## src/rtl/core/rpd_pkg.sv

```systemverilog
// ----------------------------------------------------------------------------
// Repeated pattern detector package
// Shared widths, microcode word layout, step program and status records.
// ----------------------------------------------------------------------------
package rpd_pkg;

	// Default number of bytes kept for one string.
	localparam int unsigned MAX_LEN_DEFAULT = 1024;

	// Fixed widths of the byte and of the result fields.
	localparam int unsigned CHAR_W   = 8;
	localparam int unsigned PERIOD_W = 11;
	localparam int unsigned BORDER_W = 10;
	localparam int unsigned LEN_W    = 11;

	// Step counter of the sequencer.
	localparam int unsigned STEP_W = 4;
	typedef logic [STEP_W-1:0] step_t;

	// Datapath operations, one per control word.
	typedef enum logic [2:0] {
		OP_NONE,
		OP_TAKE,
		OP_CLASSIFY,
		OP_MATCH,
		OP_FALLBACK,
		OP_COMMIT,
		OP_DIV_START,
		OP_EMIT
	} op_t;

	// Jump conditions; when the condition fails the step counter moves on by one.
	typedef enum logic [2:0] {
		JC_NEXT,
		JC_ALWAYS,
		JC_FULL,
		JC_RESOLVED,
		JC_NOT_LAST,
		JC_DIV_BUSY
	} jump_cond_t;

	typedef struct packed {
		logic       wait_in;
		logic       wait_out;
		op_t        op;
		jump_cond_t cond;
		step_t      target;
	} ctrl_word_t;

	// Flags from the datapath that the jump conditions test.
	typedef struct packed {
		logic full;
		logic resolved;
		logic not_last;
		logic div_busy;
	} status_t;

	typedef struct packed {
		logic                repeated;
		logic [PERIOD_W-1:0] period;
		logic [BORDER_W-1:0] border_len;
		logic [LEN_W-1:0]    str_len;
		logic                too_long;
	} result_t;

	// Step addresses of the program.
	localparam step_t STEP_FETCH     = 4'd0;
	localparam step_t STEP_CLASSIFY  = 4'd1;
	localparam step_t STEP_MATCH     = 4'd2;
	localparam step_t STEP_FALLBACK  = 4'd3;
	localparam step_t STEP_COMMIT    = 4'd4;
	localparam step_t STEP_END_CHECK = 4'd5;
	localparam step_t STEP_DIV_START = 4'd6;
	localparam step_t STEP_DIV_WAIT  = 4'd7;
	localparam step_t STEP_EMIT      = 4'd8;

	function automatic ctrl_word_t make_word(logic wi, logic wo, op_t op,
			jump_cond_t cond, step_t target);
		ctrl_word_t w;
		w.wait_in  = wi;
		w.wait_out = wo;
		w.op       = op;
		w.cond     = cond;
		w.target   = target;
		return w;
	endfunction

	// The control program, one word per step.
	function automatic ctrl_word_t rom_word(step_t step);
		ctrl_word_t w;
		case (step)
			STEP_FETCH:     w = make_word(1'b1, 1'b0, OP_TAKE, JC_NEXT, STEP_FETCH);
			STEP_CLASSIFY:  w = make_word(1'b0, 1'b0, OP_CLASSIFY, JC_FULL, STEP_END_CHECK);
			STEP_MATCH:     w = make_word(1'b0, 1'b0, OP_MATCH, JC_RESOLVED, STEP_COMMIT);
			STEP_FALLBACK:  w = make_word(1'b0, 1'b0, OP_FALLBACK, JC_ALWAYS, STEP_MATCH);
			STEP_COMMIT:    w = make_word(1'b0, 1'b0, OP_COMMIT, JC_NOT_LAST, STEP_FETCH);
			STEP_END_CHECK: w = make_word(1'b0, 1'b0, OP_NONE, JC_NOT_LAST, STEP_FETCH);
			STEP_DIV_START: w = make_word(1'b0, 1'b0, OP_DIV_START, JC_NEXT, STEP_FETCH);
			STEP_DIV_WAIT:  w = make_word(1'b0, 1'b0, OP_NONE, JC_DIV_BUSY, STEP_DIV_WAIT);
			STEP_EMIT:      w = make_word(1'b0, 1'b1, OP_EMIT, JC_ALWAYS, STEP_FETCH);
			default:        w = make_word(1'b0, 1'b0, OP_NONE, JC_ALWAYS, STEP_FETCH);
		endcase
		return w;
	endfunction

endpackage

```

## src/rtl/core/rpd_sequencer.sv

```systemverilog
// ----------------------------------------------------------------------------
// Repeated pattern detector sequencer
// Step counter over the control program with conditional jumps and stalls.
// ----------------------------------------------------------------------------
module rpd_sequencer (
	input  logic                clk,
	input  logic                arst_n,
	input  logic                in_valid,
	input  logic                out_blocked,
	input  rpd_pkg::status_t    status,
	output rpd_pkg::ctrl_word_t ctrl,
	output logic                fire
);
	import rpd_pkg::*;

	step_t step_q;
	logic  take_jump;

	assign ctrl = rom_word(step_q);
	// A step waits on the input request or on a full output slot.
	assign fire = !(ctrl.wait_in && !in_valid) && !(ctrl.wait_out && out_blocked);

	always_comb begin
		case (ctrl.cond)
			JC_NEXT:     take_jump = 1'b0;
			JC_ALWAYS:   take_jump = 1'b1;
			JC_FULL:     take_jump = status.full;
			JC_RESOLVED: take_jump = status.resolved;
			JC_NOT_LAST: take_jump = status.not_last;
			JC_DIV_BUSY: take_jump = status.div_busy;
			default:     take_jump = 1'b1;
		endcase
	end

	always_ff @(posedge clk or negedge arst_n) begin
		if (!arst_n) begin
			step_q <= STEP_FETCH;
		end else if (fire) begin
			step_q <= take_jump ? ctrl.target : step_q + 1'b1;
		end
	end

endmodule

```

## config.mk

```make
export PLATFORM = sky130hd
export DESIGN_NAME = rpd_sequencer
export DESIGN_NICKNAME = d
export VERILOG_FILES = /design/src/rtl/core/rpd_pkg.sv /design/src/rtl/core/rpd_sequencer.sv
export SDC_FILE = /design/constraint.sdc
export NUM_CORES = 1
export LEC_CHECK = 0
export BUFFER_PORTS_ARGS = -buffer_cell sky130_fd_sc_hd__buf_2
export CORE_MARGIN = 8
export CORE_UTILIZATION = 35
export DETAILED_ROUTE_END_ITERATION = 10
export PLACE_DENSITY = 0.66
export SYNTH_ARGS = -nofsm -noshare
export SYNTH_HDL_FRONTEND = slang
export SYNTH_SLANG_ARGS = --single-unit
```

## constraint.sdc

```tcl
create_clock -name clk -period 3.3 [get_ports clk]
set_input_delay 0.495 -clock clk [delete_from_list [all_inputs] [get_ports clk]]
set_output_delay 0.495 -clock clk [all_outputs]
set_load 0.005 [all_outputs]
```

Yosys cells after proc, flatten, opt, wreduce, memory -nomap -nowiden:

Memory sizes are Yosys's and may differ from the RTL's.
Index checks and enable logic that the tools add are counted.

* bits in registers: 4
* bits in read-only memories: 176
* bits of input ports: 8
* output and inout port bits: 13
* word-level logic and storage cells: 16
* memories kept: 1

Memories
* (name not given): depth 16, width 11, read ports 1, clocked after memory_dff 0, wr ports 0, line rpd_pkg.sv:91 `case (step)`

* add/sub/neg operators: 1
* eq/ne operators: 4
* multiplexer cells: 2
* reductions and logical operators: 7

Operators by type and width (number)
* 3-bit by 2-bit equality test with 1-bit output, second input constant: 2
* 3-bit equality test, second input constant: 2
* 1-bit one-hot mux with 5 select lines: 1
* 4-bit by 1-bit adder with 4-bit output, second input constant: 1
* 4-bit 2-to-1 mux: 1
* 1-bit logical AND: 3
* 1-bit logical NOT: 3
* 3-bit logical NOT: 1

Depth between registers and ports, before layout:

Gate-level depths: netlist of run 1.

* depth in word-level cells: 4
* gate-level depth with buffers: 8
* mapped depth without buffers: 7

Worst setup path after synthesis of run 1:

Ideal clock, no wire load.

* path kind: flip-flop to output port
* start: reg step_q[0]
* end: out ctrl[8] in the netlist's numbering
* arrival: 1.183 ns
* required time: 2.805 ns
* setup slack: 1.622 ns
* stages on the path, launching flop included: 6
* buffers on the path: 0
* cells stage by stage: dfrtp_1 inv_1 ha_1 nor2b_1 a21oi_1 o21ai_0

RTL lines
* from (decl): line rpd_sequencer.sv:16 `step_t step_q;`
* from (signal assigned): line rpd_sequencer.sv:39 `step_q <= take_jump ? ctrl.target : step_q + 1'b1;`
* to (decl): line rpd_sequencer.sv:11 `output rpd_pkg::ctrl_word_t ctrl,`

Worst setup path in the final report of run 1:

* start: reg step_q[0]
* end: out fire

* cells in the longest elaborated chain, start to end: 4
* elaborated cells on any way between the ends: 6
* classes of those cells: reduce/logical: 5; memory: 1

RTL lines
* memory 16 x 11 bit (*)
* 1-bit logical AND: line rpd_sequencer.sv:21 `assign fire = !(ctrl.wait_in && !in_valid) && !(ctrl.wait_out && out_blocked);`
* 1-bit logical NOT: line rpd_sequencer.sv:21
* 1-bit logical AND (*): line rpd_sequencer.sv:21
* to (decl): line rpd_sequencer.sv:12 `output logic fire`

Every way passes the cells marked *; elsewhere a longest branch is shown, timed or not.

==> impl_metrics.json, run 1 <==
{
  "avgViaCountPerCell": 5.311,
  "port_buffers": 19,
  "power.switching_mw": 0.3629,
  "tightest_slew_ps": 569.3,
  "dp_hpwl_mm": 1.167,
  "yosysTopAreaCell": "dfrtp_1",
  "numCtsBuffers": 3,
  "die_w_um": 56.29,
  "largest_register_ffs": 4,
  "grt_max_degree": 18,
  "yosysTopAreaCellShare_pct": 17.62,
  "arrival_ps": 1760,
  "worstSetupStartpointType": "register",
  "grt_pass1_wl_mm": 2.463,
  "synth_cell_types": 31,
  "crit_path_end_kind": "output pin",
  "start_util_pct": 37.71,
  "postCtsSetupRepairBufs": 0,
  "synth_seq_area_share_pct": 17.62,
  "rows": 14,
  "max-slew-margin-rel_pct": 62.04,
  "worstPathMaxFanout": 7,
  "routed-via-count": 547,
  "drt_iter0_drc": 11,
  "final_layout_size_suffix_gt1_share_pct": 33.33,
  "cts_hold_buf": 0,
  "placeableCoreArea_um2": 1506,
  "syn2layout_area_growth_pct": 18.06,
  "dieHeight_um": 56.29,
  "slew_viol_final": 0,
  "routed_wl_mm": 1.397,
  "avgRoutedWirePerCell_um": 13.56,
  "ff2ff_setup_slack_ps": 1430,
  "fin_nets": 103,
  "clockBufferDepth": 2,
  "gp_congestion": 0.7693,
  "clk_latency_ps": 230,
  "hold_violations": 0,
  "reg2reg_depth": 6,
  "htreeDepth": 1,
  "remaining_drc_errors": 0,
  "syn_inst": 69,
  "clock_power_share_pct": 7.8,
  "seqPwrFrac_pct": 18.0,
  "status": "complete, no violations",
  "cts_tree": "done",
  "numClockSinks": 4,
  "fin_skew_ps": 0.3787,
  "syn_nets": 83,
  "rsz0062_at_grt": "false",
  "synth_area_leaders": "dfrtp_1, ha_1, nor4b_2, nor2_1, a211oi_2",
  "drv_cap": 0,
  "reg_top3": "step_q: 4 flops",
  "r2r-end": "step_q[3]",
  "setup_viol": 0,
  "nFillCells": 151,
  "syn-cell-area_um2": 568.0,
  "synth_seq_cells": 4,
  "antenna_found_initial": 0,
  "fin_crit_sh_pct": 68.29,
  "cts.reportedPaths.clkPinSlew_ps": 40,
  "power_density_nw_per_um2": 1115,
  "max_freq_mhz": 443.7,
  "hold_class": "in -> async",
  "io_pins": 21,
  "p_leak_nw": 0.3382,
  "internal_power_mw": 0.3847,
  "insertedDiodeCount": 0,
  "worstSetupPathType": "reg -> out",
  "worstPathRequired_ps": 2800,
  "p_sw_share_pct": 48.54,
  "die_area_um2": 3168,
  "total_power_mw": 0.7476,
  "grt_pass1_vias": 539,
  "root_buffer": "clkbuf_4",
  "period_minus_slack_ps": 2254,
  "gr-total-overflow": 0,
  "rr_startpoint": "step_q[0]",
  "top_register": "step_q",
  "avgSynthCellArea_um2": 8.233,
  "register_area_um2": 100.1,
  "peakVddDrop_v": 0.0004754,
  "cts_resized": 0,
  "fin_tns_setup_ps": 0,
  "multi_input_area_um2": 410.4,
  "p_comb_share_pct": 74.3,
  "ys_warn_count": 0,
  "grt_use_total_pct": 9.017,
  "dr.pass1.iters": 4,
  "ant_nets": 0
}
==> cell families (layout without fill, tap and decap cells) <==
family                   Yosys count  after routing  synth area share (%)
adder cells (fa/ha/maj)            6              6                 13.22
AND/OR/NAND/NOR                   28             28                 29.07
other                              1              1                0.6602
XOR/XNOR                           1              1                 1.542
AO/OA/AOI/OAI                     16             16                 21.59
buffers and inverters             10             28                 10.13
flip-flops                         4              4                 17.62
multiplexers                       3              3                 6.167
==> layer usage <==
metal,vias up,GRT usage [%],routed length (µm)
met5,-,0,0
met4,0,3.093,0
met3,0,2.697,76
met2,13,14.58,659
met1,251,10.97,661
li1,283,-,-
==> worst max path at each step <==
stage                         start      end  slack [ps]  depth (start not counted)
after detailed placement  step_q[0]     fire        1290                          6
after global placement    step_q[0]     fire        1300                          6
after CTS                 step_q[0]     fire        1030                          6
after floorplan           step_q[0]  ctrl[8]        1620                          5
final                     step_q[0]     fire        1050                          6
after global routing      step_q[0]     fire         910                          6
==> metrics by stage <==
| stage | area [µm²] | worst slack, ps | cells | hold slack, ps | util, % |
|---|---|---|---|---|---|
| CTS | 670.6 | 1034 | 103 | 55.63 | 44.52 |
| global placement | 648.1 | 1303 | 100 | 301.4 | 43.02 |
| floorplan | 568.0 | 1622 | 69 | 199.4 | - |
| global route | 670.6 | 910.8 | 103 | 58.31 | 44.52 |
| finish | 670.6 | 1046 | 103 | 62.14 | 44.52 |
| detailed placement | 648.1 | 1293 | 100 | 301.8 | 43.02 |
==> critical path, cell delays in order (launching register included) <==
cell	delay [ps]
dfrtp_1	420
inv_1	120
ha_1	220
nor2b_1	250
and3_1	280
inv_2	100
buf_2	140
==> cell usage after synthesis <==
cell type  count
buf_2          1
and3_1         3
or3_1          1
mux2i_1        2
xnor2_1        1
nor3_1         1
nand3b_1       2
nand2_1        4
ha_1           6
mux2_4         1
conb_1         1
a21oi_2        1
nand4_1        2
a211o_1        2
o211ai_1       3
o21ai_0        3
inv_2          1
a21oi_1        2
inv_1          5
buf_4          1
o21a_1         1
nand3_1        1
nor2b_1        2
dfrtp_1        4
nor4b_2        2
nand2b_1       3
buf_6          2
nor2_1         7
a32o_1         1
o22ai_1        1
a211oi_2       2
==> area by class of cell <==
type                            count  area share (%)
Inverter                            6           3.358
Timing Repair Buffer               19           14.18
Multi-Input combinational cell     55           61.19
Sequential cell                     4           14.93
Tap cell                           16           2.985
Clock buffer                        3           3.358
==> power by group through the flow <==
stage	combinational, mW	sequential (mW)	clock [mW]
2_1_floorplan	0.434	0.0969	0
3_3_place_gp	0.561	0.134	0
3_5_place_dp	0.562	0.134	0
4_1_cts	0.565	0.134	0.0613
5_1_grt	0.629	0.142	0.0639
6_report	0.555	0.134	0.0580
==> cells in the final DEF (no fill, tap or decap), types with 2 or more instances in the layout <==
cell type	n
buf_2	19
nor2_1	7
ha_1	6
inv_1	5
nand2_1	4
dfrtp_1	4
and3_1	3
nand2b_1	3
o21ai_0	3
o211ai_1	3
clkbuf_4	3
mux2i_1	2
nor2b_1	2
a21oi_1	2
nand3b_1	2
a211oi_2	2
nor4b_2	2
a211o_1	2
nand4_1	2
Note: power is estimated with default switching activity, not from simulation.
==> run 2: changes to the inputs <==
--- a/config.mk
+++ b/config.mk
@@ -5,11 +5,12 @@
 export SDC_FILE = /design/constraint.sdc
 export NUM_CORES = 1
 export LEC_CHECK = 0
+export ABC_AREA = 1
 export BUFFER_PORTS_ARGS = -buffer_cell sky130_fd_sc_hd__buf_2
 export CORE_MARGIN = 8
 export CORE_UTILIZATION = 35
 export DETAILED_ROUTE_END_ITERATION = 10
-export PLACE_DENSITY = 0.66
+export PLACE_DENSITY = 0.67
 export SYNTH_ARGS = -nofsm -noshare
 export SYNTH_HDL_FRONTEND = slang
 export SYNTH_SLANG_ARGS = --single-unit
==> constraint.sdc (replaced) <==
create_clock -name clk -period 2.3 [get_ports clk]
set_input_delay 0.345 -clock clk [delete_from_list [all_inputs] [get_ports clk]]
set_output_delay 0.345 -clock clk [all_outputs]
set_load 0.005 [all_outputs]
==> run 2 against run 1 <==
- clock skew increased by 4.5 ps
- non-clock buffer count is 1 higher
- register-to-register slack worse by 790 ps
- routed wire length is 10% lower
- design area down 3.7%
- via count rose by 2.4%
- power is 38% higher
- clock power up 48%
- largest power group unchanged
- core utilization is 0.43 points higher
- first-iteration DRC count down 27%
- die area is 7.0% lower
- largest cell class unchanged
- sequential power increased by 26%
==> impl_metrics.json, run 2 <==
{
  "cts_tree": "done",
  "peakVddDrop_v": 0.0005959,
  "die_area_um2": 2947,
  "rows": 14,
  "routed_wl_mm": 1.256,
  "port_buffers": 19,
  "gp_congestion": 0.8203,
  "clk_latency_ps": 230,
  "yosysTopAreaCell": "dfrtp_1",
  "register_area_um2": 100.1,
  "cts_resized": 0,
  "p_sw_share_pct": 53.07,
  "max_stage_delay_ps": 420,
  "ant_nets": 0,
  "reg_top3": "step_q: 4 flops",
  "largest_register_ffs": 4,
  "hold_ws_ps": 410.8,
  "period_minus_slack_ps": 1968,
  "io_pins": 21,
  "max_freq_mhz": 508.1,
  "holdPathEnd": "step_q[3]",
  "synthArstFlopShare_pct": 100.0,
  "root_buffer": "clkbuf_4",
  "ff2ff_setup_slack_ps": 640,
  "layout_commonest_cell": "nand2_1",
  "avgSynthCellArea_um2": 6.412,
  "routed-via-count": 560,
  "hold_violations": 0,
  "grt_pass1_vias": 524,
  "setup_viol": 0,
  "insertedDiodeCount": 0,
  "synth_common_cells": "nand2_1, inv_1, o21ai_0",
  "yosysTopAreaCellShare_pct": 19.51,
  "ys_warn_count": 0,
  "multi_input_area_um2": 337.8,
  "final_layout_size_suffix_gt1_share_pct": 32.67,
  "p_comb_share_pct": 75.4,
  "arrival_ps": 1620,
  "antenna_found_initial": 0,
  "syn_inst": 80,
  "crit_chain": "inv_1 -> ha_1 -> nand2_1 -> inv_1 -> nand2_2 -> o21ai_2 -> inv_2 -> buf_2",
  "fin_skew_ps": 4.897,
  "synth_cell_types": 19,
  "dpl_worst_slack_ps": 561.0,
  "synth_seq_cells": 4,
  "numCtsBuffers": 3,
  "dieHeight_um": 54.29,
  "remaining_drc_errors": 0,
  "clock_power_share_pct": 8.3,
  "start_util_pct": 35.71,
  "place_inst": 113,
  "fin_nets": 117,
  "nFillCells": 148,
  "slew_viol_final": 0,
  "placeableCoreArea_um2": 1436,
  "avgViaCountPerCell": 4.786,
  "synth_edf_count": 0,
  "grt_use_total_pct": 10.05,
  "internal_power_mw": 0.4849,
  "top_register": "step_q",
  "drv_cap": 0,
  "power.switching_mw": 0.5483,
  "cpMaxStageDelayCell": "dfrtp_1",
  "rsz0062_at_grt": "false",
  "htreeDepth": 1,
  "grt_pass1_wl_mm": 2.235,
  "worstSetupStartpointType": "register",
  "clockBufferDepth": 2,
  "cts.reportedPaths.clkPinSlew_ps": 40,
  "dp_hpwl_mm": 1.086,
  "gr-total-overflow": 0,
  "setup_slack_ps": 332.0,
  "postCtsSetupRepairBufs": 0,
  "die_w_um": 54.29,
  "synth_seq_area_share_pct": 19.51,
  "crit_path_end_kind": "output pin",
  "hold_class": "in -> reg",
  "p_leak_nw": 0.4004,
  "rr_startpoint": "step_q[0]",
  "synth_area_leaders": "dfrtp_1, ha_1, nand2_1, inv_1, o21ai_0",
  "synthFlopType": "dfrtp_1",
  "worstPathMaxFanout": 6,
  "syn2layout_area_growth_pct": 25.85,
  "worstPathRequired_ps": 1960,
  "dr.pass1.iters": 4,
  "yosysMostFrequentCell": "nand2_1",
  "grt_max_degree": 10,
  "fin_crit_sh_pct": 85.56,
  "whs_path_depth": 3,
  "reg2reg_depth": 11,
  "status": "complete, no violations",
  "worstSetupPathType": "reg -> out",
  "hp-start": "out_blocked",
  "power_density_nw_per_um2": 1600,
  "numClockSinks": 4,
  "final_cells": 117,
  "fin_tns_setup_ps": 0,
  "syn-cell-area_um2": 513.0,
  "syn_nets": 94,
  "drt_iter0_drc": 8,
  "seqPwrFrac_pct": 16.3,
  "avgRoutedWirePerCell_um": 10.74,
  "r2r-end": "step_q[0]",
  "crit_top_cell": "inv_1",
  "mostFrequentLayoutCells": "nand2_1, buf_2, inv_1"
}
[run 2: logic make-up after synthesis]
kind of cell             count (synthesis)  share of synthesized area (%)
buffers and inverters                   18                          14.63
adder cells (fa/ha/maj)                  6                          14.63
AO/OA/AOI/OAI                           14                          15.36
flip-flops                               4                          19.51
AND/OR/NAND/NOR                         37                          35.12
other                                    1                         0.7310
[run 2: repair_timing]
| item | CTS | global route |
|---|---|---|
| hold buffers | 1 | 0 |
| hold endpoints to repair | 4 | 0 |
| endpoints found under the setup margin | 0 | 0 |
[run 2: area by class of cell]
class,count,share of cell area [%]
Inverter,16,9.302
Clock buffer,3,3.488
Sequential cell,4,15.50
Tap cell,16,3.101
Multi-Input combinational cell,58,52.33
Timing Repair Buffer,20,16.28
[run 2: metrics by stage]
stage	cell area [µm²]	total power, mW	util (%)
3_3_place_gp	613.1	0.9592	42.68
3_5_place_dp	613.1	0.9609	42.68
5_1_grt	645.6	1.183	44.95
6_report	645.6	1.033	44.95
2_1_floorplan	513.0	0.7069	-
4_1_cts	645.6	1.056	44.95
[run 2: per-layer routing]
metal  vias to the layer above  part of all wire [%]  global-route usage (%)
met5                         -                     0                       0
met4                         0                     0                       0
met2                        12                    49                   18.32
li1                        294                     -                       -
met1                       254                    42                   11.09
met3                         0                   8.0                   4.620
[run 2: power groups by stage]
stage / Sequential, mW / Combinational [mW] / Clock, mW
after floorplan: 0.144 / 0.563 / 0
after global placement: 0.167 / 0.792 / 0
after detailed placement: 0.170 / 0.791 / 0
after CTS: 0.170 / 0.795 / 0.0905
after global routing: 0.176 / 0.906 / 0.101
final: 0.169 / 0.779 / 0.0860
[run 2: critical path, delay by kind of cell (launching register included)]
| family | cells | cell delay, ps |
|---|---|---|
| buffers and inverters | 4 | 420 |
| DFF | 1 | 420 |
| adders and majority gates | 1 | 200 |
| and+or+nand+nor | 2 | 160 |
| AOI/OAI and AO/OA | 1 | 200 |
[run 2: how the worst max path moves through the flow]
| stage | start | endpoint | cells after the start |
|---|---|---|---|
| finish | step_q[0] | fire | 8 |
| floorplan | step_q[0] | step_q[1] | 11 |
| detailed placement | step_q[0] | fire | 8 |
| global placement | step_q[1] | ctrl[2] | 5 |
| global route | step_q[1] | fire | 8 |
| CTS | step_q[0] | fire | 8 |
==> run 3: changes to the inputs <==
--- a/config.mk
+++ b/config.mk
@@ -5,12 +5,11 @@
 export SDC_FILE = /design/constraint.sdc
 export NUM_CORES = 1
 export LEC_CHECK = 0
-export ABC_AREA = 1
 export BUFFER_PORTS_ARGS = -buffer_cell sky130_fd_sc_hd__buf_2
 export CORE_MARGIN = 8
 export CORE_UTILIZATION = 35
 export DETAILED_ROUTE_END_ITERATION = 10
-export PLACE_DENSITY = 0.67
+export PLACE_DENSITY = 0.66
 export SYNTH_ARGS = -nofsm -noshare
 export SYNTH_HDL_FRONTEND = slang
 export SYNTH_SLANG_ARGS = --single-unit
==> run 3 against run 2 <==
- routed wire length up 14%
- first-iteration DRC count up 50%
- sequential cell count did not move
- clock skew decreased by 3.1 ps
- clock power shrank 3.4%
- clock-buffer cell count is the same
- via count fell by 4.3%
- critical endpoint is now ctrl[8]
==> impl_metrics.json, run 3 (synthesized netlist as in run 1, its figures left out) <==
{
  "status": "complete, no violations",
  "fin_nets": 104,
  "insertedDiodeCount": 0,
  "numClockSinks": 4,
  "cts.reportedPaths.clkPinSlew_ps": 40,
  "top_register": "step_q",
  "avgViaCountPerCell": 5.154,
  "p_leak_nw": 0.3424,
  "numCtsBuffers": 3,
  "place_inst": 100,
  "antenna_found_initial": 0,
  "max_freq_mhz": 490.8,
  "worstPathRequired_ps": 1960,
  "grt_max_degree": 18,
  "gr-total-overflow": 0,
  "drv_cap": 0,
  "slew_viol_final": 0,
  "grt_pass1_wl_mm": 2.463,
  "cts_tree": "done",
  "postCtsSetupRepairBufs": 0,
  "remaining_drc_errors": 0,
  "syn2layout_area_growth_pct": 19.82,
  "final_layout_size_suffix_gt1_share_pct": 32.95,
  "fin_tns_setup_ps": 0,
  "peakVddDrop_v": 0.0006822,
  "clk_latency_ps": 230,
  "nFillCells": 156,
  "dieHeight_um": 56.29,
  "port_buffers": 19,
  "power_density_nw_per_um2": 1595,
  "final_area_um2": 680.7,
  "gp_congestion": 0.7986,
  "register_area_um2": 100.1,
  "setup_slack_ps": 262.7,
  "root_buffer": "clkbuf_4",
  "grt_pass1_vias": 539,
  "ant_nets": 0,
  "grt_use_total_pct": 9.070,
  "die_area_um2": 3168,
  "largest_register_ffs": 4,
  "hold_class": "in -> reg",
  "rsz0062_at_grt": "false",
  "crit_path_end_kind": "output pin",
  "layout_commonest_cell": "buf_2",
  "dpl_worst_slack_ps": 403.7,
  "fin_skew_ps": 1.795,
  "dr.pass1.iters": 4,
  "arrival_ps": 1690,
  "hold_violations": 0,
  "drt_iter0_drc": 12,
  "final_cells": 104,
  "mostFrequentLayoutCells": "buf_2, nor2_1, ha_1",
  "placed_cell_area_um2": 648.1,
  "die_w_um": 56.29,
  "avgRoutedWirePerCell_um": 13.77,
  "worstPathMaxFanout": 6,
  "setup_viol": 0,
  "period_minus_slack_ps": 2037,
  "clockBufferDepth": 2,
  "rows": 14,
  "routed-via-count": 536,
  "htreeDepth": 1,
  "start_util_pct": 37.71,
  "multi_input_area_um2": 410.4,
  "tightest_slew_ps": 565.4,
  "placeableCoreArea_um2": 1506,
  "io_pins": 21,
  "worstSetupStartpointType": "register",
  "reg_top3": "step_q: 4 flops",
  "routed_wl_mm": 1.432,
  "dp_hpwl_mm": 1.176,
  "fin_crit_sh_pct": 88.58,
  "max-slew-margin-rel_pct": 62.31,
  "worstSetupPathType": "reg -> out"
}
run 3: what timing repair did:
action / in CTS / in global routing
endpoints found under the hold margin: 4 / 0
gates resized for setup: 0 / 0
hold buffers: 1 / 0
run 3: path summary, 6_finish.rpt:
| check | slack [ps] | end | startpoint | cells after the start |
|---|---|---|---|---|
| worst min register to register | 630 | step_q[0] | step_q[0] | 2 |
| min in group asynchronous | 450 | step_q[1] | arst_n | 2 |
| max in group asynchronous | 1730 | step_q[2] | arst_n | 2 |
| worst max register to register | 370 | step_q[3] | step_q[0] | 6 |
| worst min-delay path | 370 | step_q[3] | out_blocked | 2 |
| worst max-delay path | 260 | ctrl[8] | step_q[0] | 6 |
run 3: area by class of cell:
class | instances | share of cell area [%]
timing repair buffer | 20 | 15.44
clock buffer | 3 | 3.309
tap | 16 | 2.941
sequential | 4 | 14.71
multi-input combinational | 55 | 60.29
inverter | 6 | 3.309
run 3: power breakdown:
group	total, mW	switching (mW)	leakage [nW]	internal [mW]
Combinational	0.809	0.417	0.277	0.392
Sequential	0.194	0.0890	0.0514	0.105
Clock	0.0831	0.0250	0.0138	0.0581
Total	1.09	0.531	0.342	0.555
run 3: metrics by stage:
stage / hold slack (ps) / total power [mW] / util [%]
after CTS: 361.5 / 1.102 / 45.18
final: 367.7 / 1.086 / 45.18
after global routing: 372.7 / 1.209 / 45.18
after detailed placement: 152.1 / 1.014 / 43.02
after global placement: 151.2 / 1.008 / 43.02
after floorplan: 49.41 / 0.7624 / -
run 3: metal layers:
layer,track usage [%],routed length (µm),vias up
met4,2.062,0,0
met3,2.921,104,0
li1,-,-,285
met5,0,0,-
met1,11.51,667,232
met2,14.42,660,19
run 3: worst max-delay path, cell delays in order (launching register included):
cell and delay (ps):
dfrtp_1 420, inv_1 110, ha_1 370, nor2b_1 220, a21oi_1 60, o21ai_0 150, buf_2 130
